===== config.mk =====
export PLATFORM = sky130hd
export DESIGN_NAME = hash_insert_linear_probe_top
export DESIGN_NICKNAME = d
export VERILOG_FILES = /design/src/design/hilp_pkg.sv /design/src/design/hash_insert_linear_probe_top.sv
export SDC_FILE = /design/constraint.sdc
export NUM_CORES = 1
export LEC_CHECK = 0
export ABC_CLOCK_PERIOD_IN_PS = 4200
export BUFFER_PORTS_ARGS = -buffer_cell sky130_fd_sc_hd__buf_2
export CAP_MARGIN = 10
export CORE_UTILIZATION = 58
export CTS_CLUSTER_SIZE = 40
export DETAILED_ROUTE_END_ITERATION = 7
export GPL_ROUTABILITY_DRIVEN = 0
export GPL_TIMING_DRIVEN = 0
export MAX_ROUTING_LAYER = met4
export PLACE_DENSITY = 0.79
export SYNTH_ARGS = -nofsm -noshare
export SYNTH_HDL_FRONTEND = slang
export SYNTH_SLANG_ARGS = --single-unit

===== constraint.sdc =====
create_clock -name i_clk -period 4.2 [get_ports i_clk]
set_input_delay 0.42 -clock i_clk [delete_from_list [all_inputs] [get_ports i_clk]]
set_output_delay 0.42 -clock i_clk [all_outputs]
set_load 0.05 [all_outputs]

===== src/design/hilp_pkg.sv =====
// Package for the linear-probing hash insert block.
// Holds field widths, status codes and reset constants; depends on nothing.
package hilp_pkg;

    localparam int KEY_W    = 31;
    localparam int CFG_W    = 5;
    localparam int STATUS_W = 2;
    localparam int IDX_W    = 4;
    localparam int COUNT_W  = 32;

    // One remainder bit is produced per step of the division unit.
    localparam int DIV_STEPS = KEY_W;
    localparam int DIV_CNT_W = $clog2(DIV_STEPS);

    localparam logic [CFG_W-1:0]    CFG_RESET = 5'd10;
    localparam logic [COUNT_W-1:0]  COUNT_MAX = '1;

    localparam logic [STATUS_W-1:0] STATUS_HOME   = 2'd0;
    localparam logic [STATUS_W-1:0] STATUS_PROBED = 2'd1;
    localparam logic [STATUS_W-1:0] STATUS_FULL   = 2'd2;

endpackage


===== src/design/hash_insert_linear_probe_top.sv =====
// Top level of the linear-probing hash insert block.
// Depends on hilp_pkg for widths, status codes and reset constants.
//
// Each input beat carries one key. The home slot is the key modulo the active slot count,
// computed by a restoring divider that produces one remainder bit per cycle. The home
// slot is then checked in ST_HOME, and each further probe step in ST_PROBE visits one
// slot per cycle until a free slot is found or the probe wraps back to the home slot.
// The result is held in an output register, so a new key is accepted while the previous
// result waits to be taken. Occupancy is kept in valid bits cleared at reset; the slot
// count register is taken as 1 when written 0 and as SLOTS when written above SLOTS.
module hash_insert_linear_probe_top
    import hilp_pkg::*;
#(
    parameter int SLOTS = 16
) (
    input  logic                i_clk,
    input  logic                i_rst_n,
    input  logic                i_slots_in_use_we,
    input  logic [CFG_W-1:0]    i_slots_in_use,
    input  logic                i_valid,
    output logic                o_ready,
    input  logic [KEY_W-1:0]    i_key,
    output logic                o_valid,
    input  logic                i_ready,
    output logic [STATUS_W-1:0] o_status,
    output logic [IDX_W-1:0]    o_slot_index,
    output logic [COUNT_W-1:0]  o_collision_total
);

    localparam int SW = (SLOTS > 1) ? $clog2(SLOTS) : 1;  // slot index width
    localparam int NW = $clog2(SLOTS + 1);                // slot count width

    typedef enum logic [2:0] {
        ST_IDLE,
        ST_DIV,
        ST_HOME,
        ST_PROBE,
        ST_EMIT
    } t_state;

    t_state               r_state, n_state;
    logic [CFG_W-1:0]     r_cfg, n_cfg;
    logic [KEY_W-1:0]     r_key, n_key;
    logic [NW-1:0]        r_rem, n_rem;
    logic [DIV_CNT_W-1:0] r_cnt, n_cnt;
    logic [SW-1:0]        r_pos, n_pos;
    logic [STATUS_W-1:0]  r_status, n_status;
    logic [SLOTS-1:0]     r_valid, n_valid;
    logic [COUNT_W-1:0]   r_coll, n_coll;
    logic                 r_o_valid, n_o_valid;
    logic [STATUS_W-1:0]  r_o_status, n_o_status;
    logic [IDX_W-1:0]     r_o_slot, n_o_slot;
    logic [COUNT_W-1:0]   r_o_coll, n_o_coll;

    logic [NW-1:0]        act_n;
    logic [NW:0]          div_sh;
    logic [NW:0]          div_n;
    logic [SW-1:0]        home;
    logic [NW-1:0]        pos_inc;
    logic [SW-1:0]        nxt;
    logic                 out_free;

    // Clamp the configured slot count into 1..SLOTS.
    always_comb begin
        if (r_cfg == '0) begin
            act_n = NW'(1);
        end else if (32'(r_cfg) > 32'(SLOTS)) begin
            act_n = NW'(SLOTS);
        end else begin
            act_n = NW'(r_cfg);
        end
    end

    // Restoring division step: the partial remainder stays below act_n, so the shifted
    // value stays below twice act_n and one compare and subtract suffices.
    assign div_sh = {r_rem, r_key[KEY_W-1]};
    assign div_n  = {1'b0, act_n};
    assign home   = r_rem[SW-1:0];

    assign pos_inc = NW'(r_pos) + NW'(1);
    assign nxt     = (pos_inc == act_n) ? '0 : pos_inc[SW-1:0];

    assign out_free = !r_o_valid || i_ready;

    always_comb begin
        n_state    = r_state;
        n_cfg      = r_cfg;
        n_key      = r_key;
        n_rem      = r_rem;
        n_cnt      = r_cnt;
        n_pos      = r_pos;
        n_status   = r_status;
        n_valid    = r_valid;
        n_coll     = r_coll;
        n_o_valid  = r_o_valid;
        n_o_status = r_o_status;
        n_o_slot   = r_o_slot;
        n_o_coll   = r_o_coll;

        if (i_slots_in_use_we) begin
            n_cfg = i_slots_in_use;
        end
        if (r_o_valid && i_ready) begin
            n_o_valid = 1'b0;
        end

        unique case (r_state)
            ST_IDLE: begin
                if (i_valid) begin
                    n_key   = i_key;
                    n_rem   = '0;
                    n_cnt   = DIV_CNT_W'(DIV_STEPS - 1);
                    n_state = ST_DIV;
                end
            end
            ST_DIV: begin
                n_key = {r_key[KEY_W-2:0], 1'b0};
                if (div_sh >= div_n) begin
                    n_rem = NW'(div_sh - div_n);
                end else begin
                    n_rem = NW'(div_sh);
                end
                if (r_cnt == '0) begin
                    n_state = ST_HOME;
                end else begin
                    n_cnt = r_cnt - DIV_CNT_W'(1);
                end
            end
            ST_HOME: begin
                n_pos = home;
                if (!r_valid[home]) begin
                    n_valid[home] = 1'b1;
                    n_status      = STATUS_HOME;
                    n_state       = ST_EMIT;
                end else begin
                    if (r_coll != COUNT_MAX) begin
                        n_coll = r_coll + COUNT_W'(1);
                    end
                    n_state = ST_PROBE;
                end
            end
            ST_PROBE: begin
                if (nxt == home) begin
                    n_pos    = home;
                    n_status = STATUS_FULL;
                    n_state  = ST_EMIT;
                end else if (!r_valid[nxt]) begin
                    n_valid[nxt] = 1'b1;
                    n_pos        = nxt;
                    n_status     = STATUS_PROBED;
                    n_state      = ST_EMIT;
                end else begin
                    n_pos = nxt;
                end
            end
            ST_EMIT: begin
                if (out_free) begin
                    n_o_valid  = 1'b1;
                    n_o_status = r_status;
                    n_o_slot   = IDX_W'(r_pos);
                    n_o_coll   = r_coll;
                    n_state    = ST_IDLE;
                end
            end
            default: begin
                n_state = ST_IDLE;
            end
        endcase
    end

    always_ff @(posedge i_clk) begin
        if (!i_rst_n) begin
            r_state   <= ST_IDLE;
            r_cfg     <= CFG_RESET;
            r_valid   <= '0;
            r_coll    <= '0;
            r_o_valid <= 1'b0;
        end else begin
            r_state   <= n_state;
            r_cfg     <= n_cfg;
            r_valid   <= n_valid;
            r_coll    <= n_coll;
            r_o_valid <= n_o_valid;
        end
        r_key      <= n_key;
        r_rem      <= n_rem;
        r_cnt      <= n_cnt;
        r_pos      <= n_pos;
        r_status   <= n_status;
        r_o_status <= n_o_status;
        r_o_slot   <= n_o_slot;
        r_o_coll   <= n_o_coll;
    end

    assign o_ready           = (r_state == ST_IDLE);
    assign o_valid           = r_o_valid;
    assign o_status          = r_o_status;
    assign o_slot_index      = r_o_slot;
    assign o_collision_total = r_o_coll;

    // The collision count only ever grows.
    a_coll_monotonic: assert property (@(posedge i_clk)
        i_rst_n && $past(i_rst_n) |-> r_coll >= $past(r_coll))
        else $error("collision count decreased");

    // Probing only happens after the home slot was found occupied.
    a_probe_home_taken: assert property (@(posedge i_clk) disable iff (!i_rst_n)
        (r_state == ST_PROBE) |-> r_valid[home])
        else $error("probing while home slot is free");

    // The probe position stays inside the active slot range.
    a_pos_in_range: assert property (@(posedge i_clk) disable iff (!i_rst_n)
        (r_state == ST_PROBE) |-> (NW'(r_pos) < act_n))
        else $error("probe position outside active slots");

    // A placed key leaves its slot marked occupied.
    a_placed_valid: assert property (@(posedge i_clk) disable iff (!i_rst_n)
        (r_state == ST_EMIT) && (r_status != STATUS_FULL) |-> r_valid[r_pos])
        else $error("placed slot not marked occupied");

endmodule


==> impl_results.md, run 1 <==
* Most used DFF post-synth: edfxtp_1
* FILL cells at roughly 830
* Clock skew at a little over 0.009 ns
* Post-Synth Simple-Gate Area at between 20 and 25%
* Synth Area in Adders at roughly 1.8%
* Maximum ir drop on the vdd rail at approximately 380 µV
* Via density at just under 6
* Root buf cell: clkbuf_16
* Vias at roughly 5,200
* Synth Cell Area at approximately 0.0068 mm²
* Crit-path max FO at 10
* Max cap viols at 0
* Vert. Die Dim at about 110 µm
* Sequential cell fraction of total power at 42.4%
* Final nets at 798
* Post-synth top cells: 148 x nand2_1, 85 x edfxtp_1, 57 x dfxtp_1, 28 x and2_1, 27 x nor2_1
* Num rows at 39
* Starting density of the core at 59.4%
* Top-area cell type share of the netlist area at a little under two fifths
* CTS clk-pin slew, worst paths at about 0.060 ns
* Number of hold buffers added after cts at 0
* Drt drc at 0
* Synth cell types at between 50 and 60
* DIE WIDTH at 110 µm
* Internal at slightly below 3 mW
* GRT Util Overall at approximately a quarter
* Antenna viol nets, final at 0
* Largest net degree at the start of global routing at 39
* Worst-skew pair later-pin latency at 0.42 ns
* Global route overflow at 0
* CTS buffer count at 17
* Hold violation count in the final report at 0
* Wire length of the first global-routing pass at 23,500 µm
* Core Util, Final at just over 70%
* Setup CP Type: reg2reg
* Clock network power share at 41.8%
* Most common cell in the netlist: nand2_1
* FF-to-FF Start: r_pos[0]
* Data required time at the worst endpoint at approximately 4.5 ns
* ANT cells at 0
* Synth top area cells: edfxtp_1 38%, dfxtp_1 17%, nand2_1 8.2%
* Max Freq at about 280 MHz
* Element type at the critical path start: flop
* Hpwl dp at 10,400 µm
* Worst Max-Slew Pin Slew at approximately 1.1 ns
* Max H-tree Level at 4
* Register area share after synthesis at between 50% and 60%
* Clock sink count at about 140
* Mux share of post-synthesis cell area at approximately 4.2%
* HP Start: i_slots_in_use[1]
* Post-Syn Instances at 650
* Compound-gate portion of the synthesized area at approximately a tenth
* Area Overhead vs Synth at 18.4%
* Cell taking the most area after synthesis: edfxtp_1
* Crit share post-route at between 80% and 90%
* Placed insts at about 870
* Hold Worst Slack at between 0.2 and 0.25 ns
* Async S/R FF share, synth at 0%
* R2R Path End: r_valid[1]
* First DRT Iteration DRCs at ~510
* Post-Synth XOR/XNOR Area at between 5 and 6%
* Net Sw Frac at roughly a quarter
* Sw Pwr at 1.04 mW
* Drt wl/cell at approximately 16 µm
* Setup Fix Bufs, Post-CTS at 0
* Overall Power at between 3 and 4 mW
* Rel. slew slack at roughly 30%
* Clock Path Buffers at 2
* DR pass1 iterations at 5
* Ys Warns at 0
* Reg area at roughly 0.0037 mm²
* CTS tree: yes
* Final setup violation count at 0
* Leakage at between 3 and 4 nW
* Hold path endpoint: r_cfg[1]
* Reg2Reg Depth at 10
* Post-synthesis net count at 700
* Arrival time worst endpoint at 3.91 ns
* EDFF count, synth at 85
* Area used by multi-input combinational logic at 0.00292 mm²
* Cell Count, Final, Fillers Out at between 900 and 1,000
* Max-slew violation count at 0
* Share of cells above drive strength 1 at 19.7%
* Status: finished, final reports clean
* #FFs+latches synth at between 100 and 150
* Critical path capture point type: flop
* # IOs at 81
* Pwr/cell area at approximately 490 mW/mm²
* Initial antenna violation count at 0
* Drt total wl at around 15,000 µm
* TNS Setup at 0 ns
* Main combinational cell family by area after synthesis: simple AND/OR/NAND/NOR gates
* Die Area at between 0.01 and 0.015 mm²
* Port Buf Inserts at just under 80
* Number of global-route vias before repair at 4,933
* Internal reg-to-reg setup slack at 0.63 ns
* Combinational Power Share at about 16%
* Cell depth of the worst hold path at 3
* Core ar. at roughly 0.011 mm²
* Syn_area_per_cell at approximately 10 µm²
* Min-delay worst type: in2reg
* Resized Gates After CTS at 0
* Crit path time final at approximately 3.6 ns
* RSZ-0062 raised after global routing: false
[logic make-up (layout without fill, tap and decap cells)]
family	count (synthesis)	count (layout)
buf+inv	42	153
compound gates	87	87
flops	142	142
simple gates	309	309
xor+xnor	43	43
mux	18	18
fa+ha+maj	9	9
[per-layer routing]
metal  up-vias  share of wire [%]  track usage (%)
li1       2495                  -                -
met5         -                  0                -
met3        33                6.7             6.64
met2       230                 49             42.1
met1      2479                 42             32.8
met4         0                1.8             11.3
[flip-flops by register name, indices dropped and copies added (netlist names)]
register and cells:
r_cnt 5, o_status 2, r_cfg 5, r_rem 5, r_key 31, r_coll 32, r_state 3, r_pos 4
o_collision_total 32, o_slot_index 4, r_status 2, o_valid 1, r_valid 16
[how the worst max path moves through the flow]
stage,start,to,slack [ns],cells past startpoint
global placement,r_pos[0],r_valid[5],0.70,10
global route,r_pos[0],r_valid[1],0.47,10
finish,r_pos[0],r_valid[1],0.63,10
detailed placement,r_pos[0],r_valid[1],0.72,10
floorplan,r_pos[0],r_valid[1],1.20,10
CTS,r_pos[0],r_valid[1],0.68,10
[metrics by stage]
step | instance area (µm²) | setup slack, ns
after CTS | 8040 | 0.678
after global routing | 8040 | 0.466
final | 8040 | 0.634
after detailed placement | 7390 | 0.715
after floorplan | 6790 | 1.20
after global placement | 7360 | 0.701
[power groups by stage]
stage | Combinational (mW) | Sequential (mW) | Clock (mW)
final | 0.621 | 1.67 | 1.65
after global routing | 0.689 | 1.68 | 1.72
after CTS | 0.617 | 1.67 | 1.66
after floorplan | 0.419 | 1.72 | 0
after global placement | 0.578 | 1.69 | 0
after detailed placement | 0.612 | 1.69 | 0
[critical path: stages, from the launching register on]
cell and delay, ns:
edfxtp_1 0.52, ha_1 0.47, buf_2 0.30, mux4_2 0.53, mux2_2 0.30, o211a_1 0.22, o22ai_1 0.27, or3b_1 0.38
buf_2 0.18, buf_6 0.17, o221ai_2 0.13
[cell type report]
class | instances | area share (%)
repair buffers | 79 | 5.20
clock buffers | 18 | 5.34
multi-input cells | 466 | 36.3
clock inverters | 14 | 2.69
inverters | 10 | 0.467
plain buffers | 32 | 1.81
well taps | 143 | 2.23
flip-flops and latches | 142 | 46.0
[placed cells by master (no fill, tap or decap), drive strengths merged, types with 5 or more instances in the layout]
cell,netlist,final
inv,10,11
xnor2,26,26
clkbuf,23,41
dfxtp,57,57
mux4,8,8
and4,5,5
and3,11,11
nor3,12,12
ha,8,8
nand4,7,7
nor2,27,27
a22oi,13,13
nand2b,14,14
edfxtp,85,85
mux2i,8,8
nand3,19,19
buf,9,88
nand2,148,148
or2,5,5
xor2,17,17
nor2b,21,21
clkinv,0,7
bufinv,0,5
a21oi,10,10
o22ai,10,10
and2,28,28
or3,6,6
o21ai,21,21
Power figures use the tool's default switching activity.
==> run 2: changes to the inputs <==
Settings changed: ABC_CLOCK_PERIOD_IN_PS 4200 to 3200, CORE_UTILIZATION 58 to 53, PLACE_DENSITY 0.79 to 0.77.
Clock period 4.2 ns to 3.2 ns, I/O delays scaled along.
==> run 2 against run 1 <==
Compared with the run above:
- die area is 9.3% higher
- largest power group unchanged
- via count shrank 0.53%
- critical path depth unchanged
==> impl_results.md, run 2 (synthesis results as in run 1) <==
* Status: finished, final reports clean
* Drt total wl at 14,500 µm (-2.1%)
* Die Area at 0.0133 mm² (+9.3%)
* GRT Util Overall at 23.7% (-3.0 points)
* Vert. Die Dim at 115 µm (+4.5%)
* Arrival time worst endpoint at 3.48 ns (-0.43 ns)
* Root buf cell: clkbuf_16
* Placed insts at 897 (+2.9%)
* Max H-tree Level at 4 (unchanged)
* Drt drc at 0 (unchanged)
* ANT cells at 0 (unchanged)
* Overall Power at 5.08 mW (+29%)
* # IOs at 81 (unchanged)
* Initial antenna violation count at 0 (unchanged)
* Clock Path Buffers at 2 (unchanged)
* Commonest non-fill, non-tap cell in the layout: nand2_1
* Combinational Power Share at 16.5% (+0.7 points)
* Starting density of the core at 55.4% (-4.1 points)
* DIE WIDTH at 115 µm (+4.5%)
* First DRT Iteration DRCs at 467 (-9.1%)
* RSZ-0062 raised after global routing: false
* Leakage at 3.07 nW (+0.64%)
* Global route overflow at 0 (unchanged)
* Setup CP Type: reg2reg
* Worst-skew pair later-pin latency at 0.43 ns (about the same)
* Data required time at the worst endpoint at 3.55 ns (-0.99 ns)
* Sw Pwr at 1.36 mW (+31%)
* Max Freq at 320 MHz (+14%)
* Worst Max-Slew Pin Slew at 0.996 ns (-0.0582 ns)
* CTS clk-pin slew, worst paths at 0.06 ns (about the same)
* Clock skew at 0.00837 ns (-0.000873 ns)
* DR pass1 iterations at 5 (unchanged)
* CTS tree: yes
* Clock sink count at 142 (unchanged)
* Wire length of the first global-routing pass at 23,100 µm (-1.8%)
* Internal at 3.72 mW (+29%)
* Max-slew violation count at 0 (unchanged)
* Hpwl dp at 10,200 µm (-1.4%)
* Maximum ir drop on the vdd rail at 438 µV (+15%)
* Share of cells above drive strength 1 at 20.7% (+0.94 points)
* Pwr/cell area at 627 mW/mm² (+28%)
* Hold violation count in the final report at 0 (unchanged)
* Sequential cell fraction of total power at 43.0% (+0.6 points)
* Core ar. at 0.0123 mm² (+7.4%)
* Final setup violation count at 0 (unchanged)
* Number of global-route vias before repair at 4,862 (-1.4%)
* HP Start: i_slots_in_use[1]
* Element type at the critical path start: flop
* Via density at 5.58 (-3.6%)
* Port Buf Inserts at 78 (unchanged)
* Max cap viols at 0 (unchanged)
* Num rows at 40 (+2.6%)
* Cell Count, Final, Fillers Out at 933 (+3.2%)
* FF-to-FF Start: r_pos[1]
* Number of hold buffers added after cts at 0 (unchanged)
* CP startpoint: r_pos[1]
* Crit share post-route at 97.7% (+13 points)
* Drt wl/cell at 15.5 µm (-5.2%)
* Critical path capture point type: flop
* CTS buffer count at 17 (unchanged)
* Vias at 5,209 (-0.53%)
* Clock network power share at 40.5% (-1.3 points)
* FILL cells at 939 (+13%)
* Rel. slew slack at 33.1% (+3.5 points)
* Final nets at 802 (+0.50%)
* Area Overhead vs Synth at 19.4%
* Crit-path max FO at 10 (unchanged)
* Crit path time final at 3.13 ns (-0.440 ns)
* Min-delay worst type: in2reg
* Antenna viol nets, final at 0 (unchanged)
* Largest net degree at the start of global routing at 39 (unchanged)
* Net Sw Frac at 26.8% (+0.29 points)
* Most frequent cells in the layout: 148 x nand2_1, 85 x edfxtp_1, 82 x buf_2
==> run 2: changes by cell type in the layout (fill, tap and decap cells not counted), moves of 2 or more <==
| cell | delta |
|---|---|
| inv_6 | +2 |
| buf_4 | +4 |
| clkinv_4 | -4 |
| clkinvlp_4 | +2 |
==> run 2: worst paths after layout <==
check                                   end  slack (ns)  depth (start not counted)
worst max-delay path             r_valid[2]        0.07                         10
worst min-delay path               r_cfg[1]        0.10                          3
worst max register to register   r_valid[2]        0.07                         10
worst min register to register  o_status[1]        0.45                          0
==> run 2: layout make-up <==
cell class | count | area, µm² | share of cell area (%)
Tap cell | 168 | 210 | 2.59
Clock inverter | 14 | 188 | 2.32
Sequential cell | 142 | 3690 | 45.6
Inverter | 10 | 37.5 | 0.463
Timing Repair Buffer | 83 | 448 | 5.53
Clock buffer | 18 | 429 | 5.29
Multi-Input combinational cell | 466 | 2950 | 36.4
Buffer | 32 | 153 | 1.88
==> run 2: power by group through the flow <==
stage	clock network, mW	logic, mW	registers, mW
final	2.06	0.840	2.18
after global routing	2.15	0.918	2.20
after CTS	2.08	0.821	2.18
after detailed placement	0	0.807	2.22
after global placement	0	0.758	2.22
after floorplan	0	0.549	2.25
==> run 2: through the flow <==
step / TNS, ns / hold slack (ns) / worst slack [ns] / cell area, µm² / utilization, %
after global routing: 0 / 0.105 / 0.00517 / 8110 / 66.1
after global placement: -2.36 / 0.432 / -0.206 / 7390 / 60.3
after CTS: 0 / 0.0968 / 0.0170 / 8070 / 65.8
after detailed placement: -2.76 / 0.426 / -0.238 / 7420 / 60.5
after floorplan: 0 / 0.400 / 0.201 / 6790 / -
final: 0 / 0.103 / 0.0744 / 8110 / 66.1
==> run 2: critical path, cell delays in order, from the launching register on <==
cell and delay, ns:
edfxtp_1 0.47, ha_4 0.32, buf_6 0.15, mux4_2 0.53, mux2_2 0.31, o211a_1 0.24, o22ai_2 0.18, or3b_1 0.35
buf_2 0.19, buf_6 0.17, o221ai_2 0.13
==> run 2: what timing repair did <==
item / CTS / global route
hold endpoints to repair: 0 / 0
pin swaps: 0 / 2
endpoints found under the setup margin: 18 / 13
setup buffers: 2 / 2
gates resized for setup: 2 / 6
==> run 2: routing by layer <==
metal	vias up	global-route usage (%)	part of all wire (%)
met1	2434	27.1	41
met2	228	39.0	49
met4	0	10.7	2.3
met3	38	6.33	7.4
li1	2509	-	-
met5	-	-	0
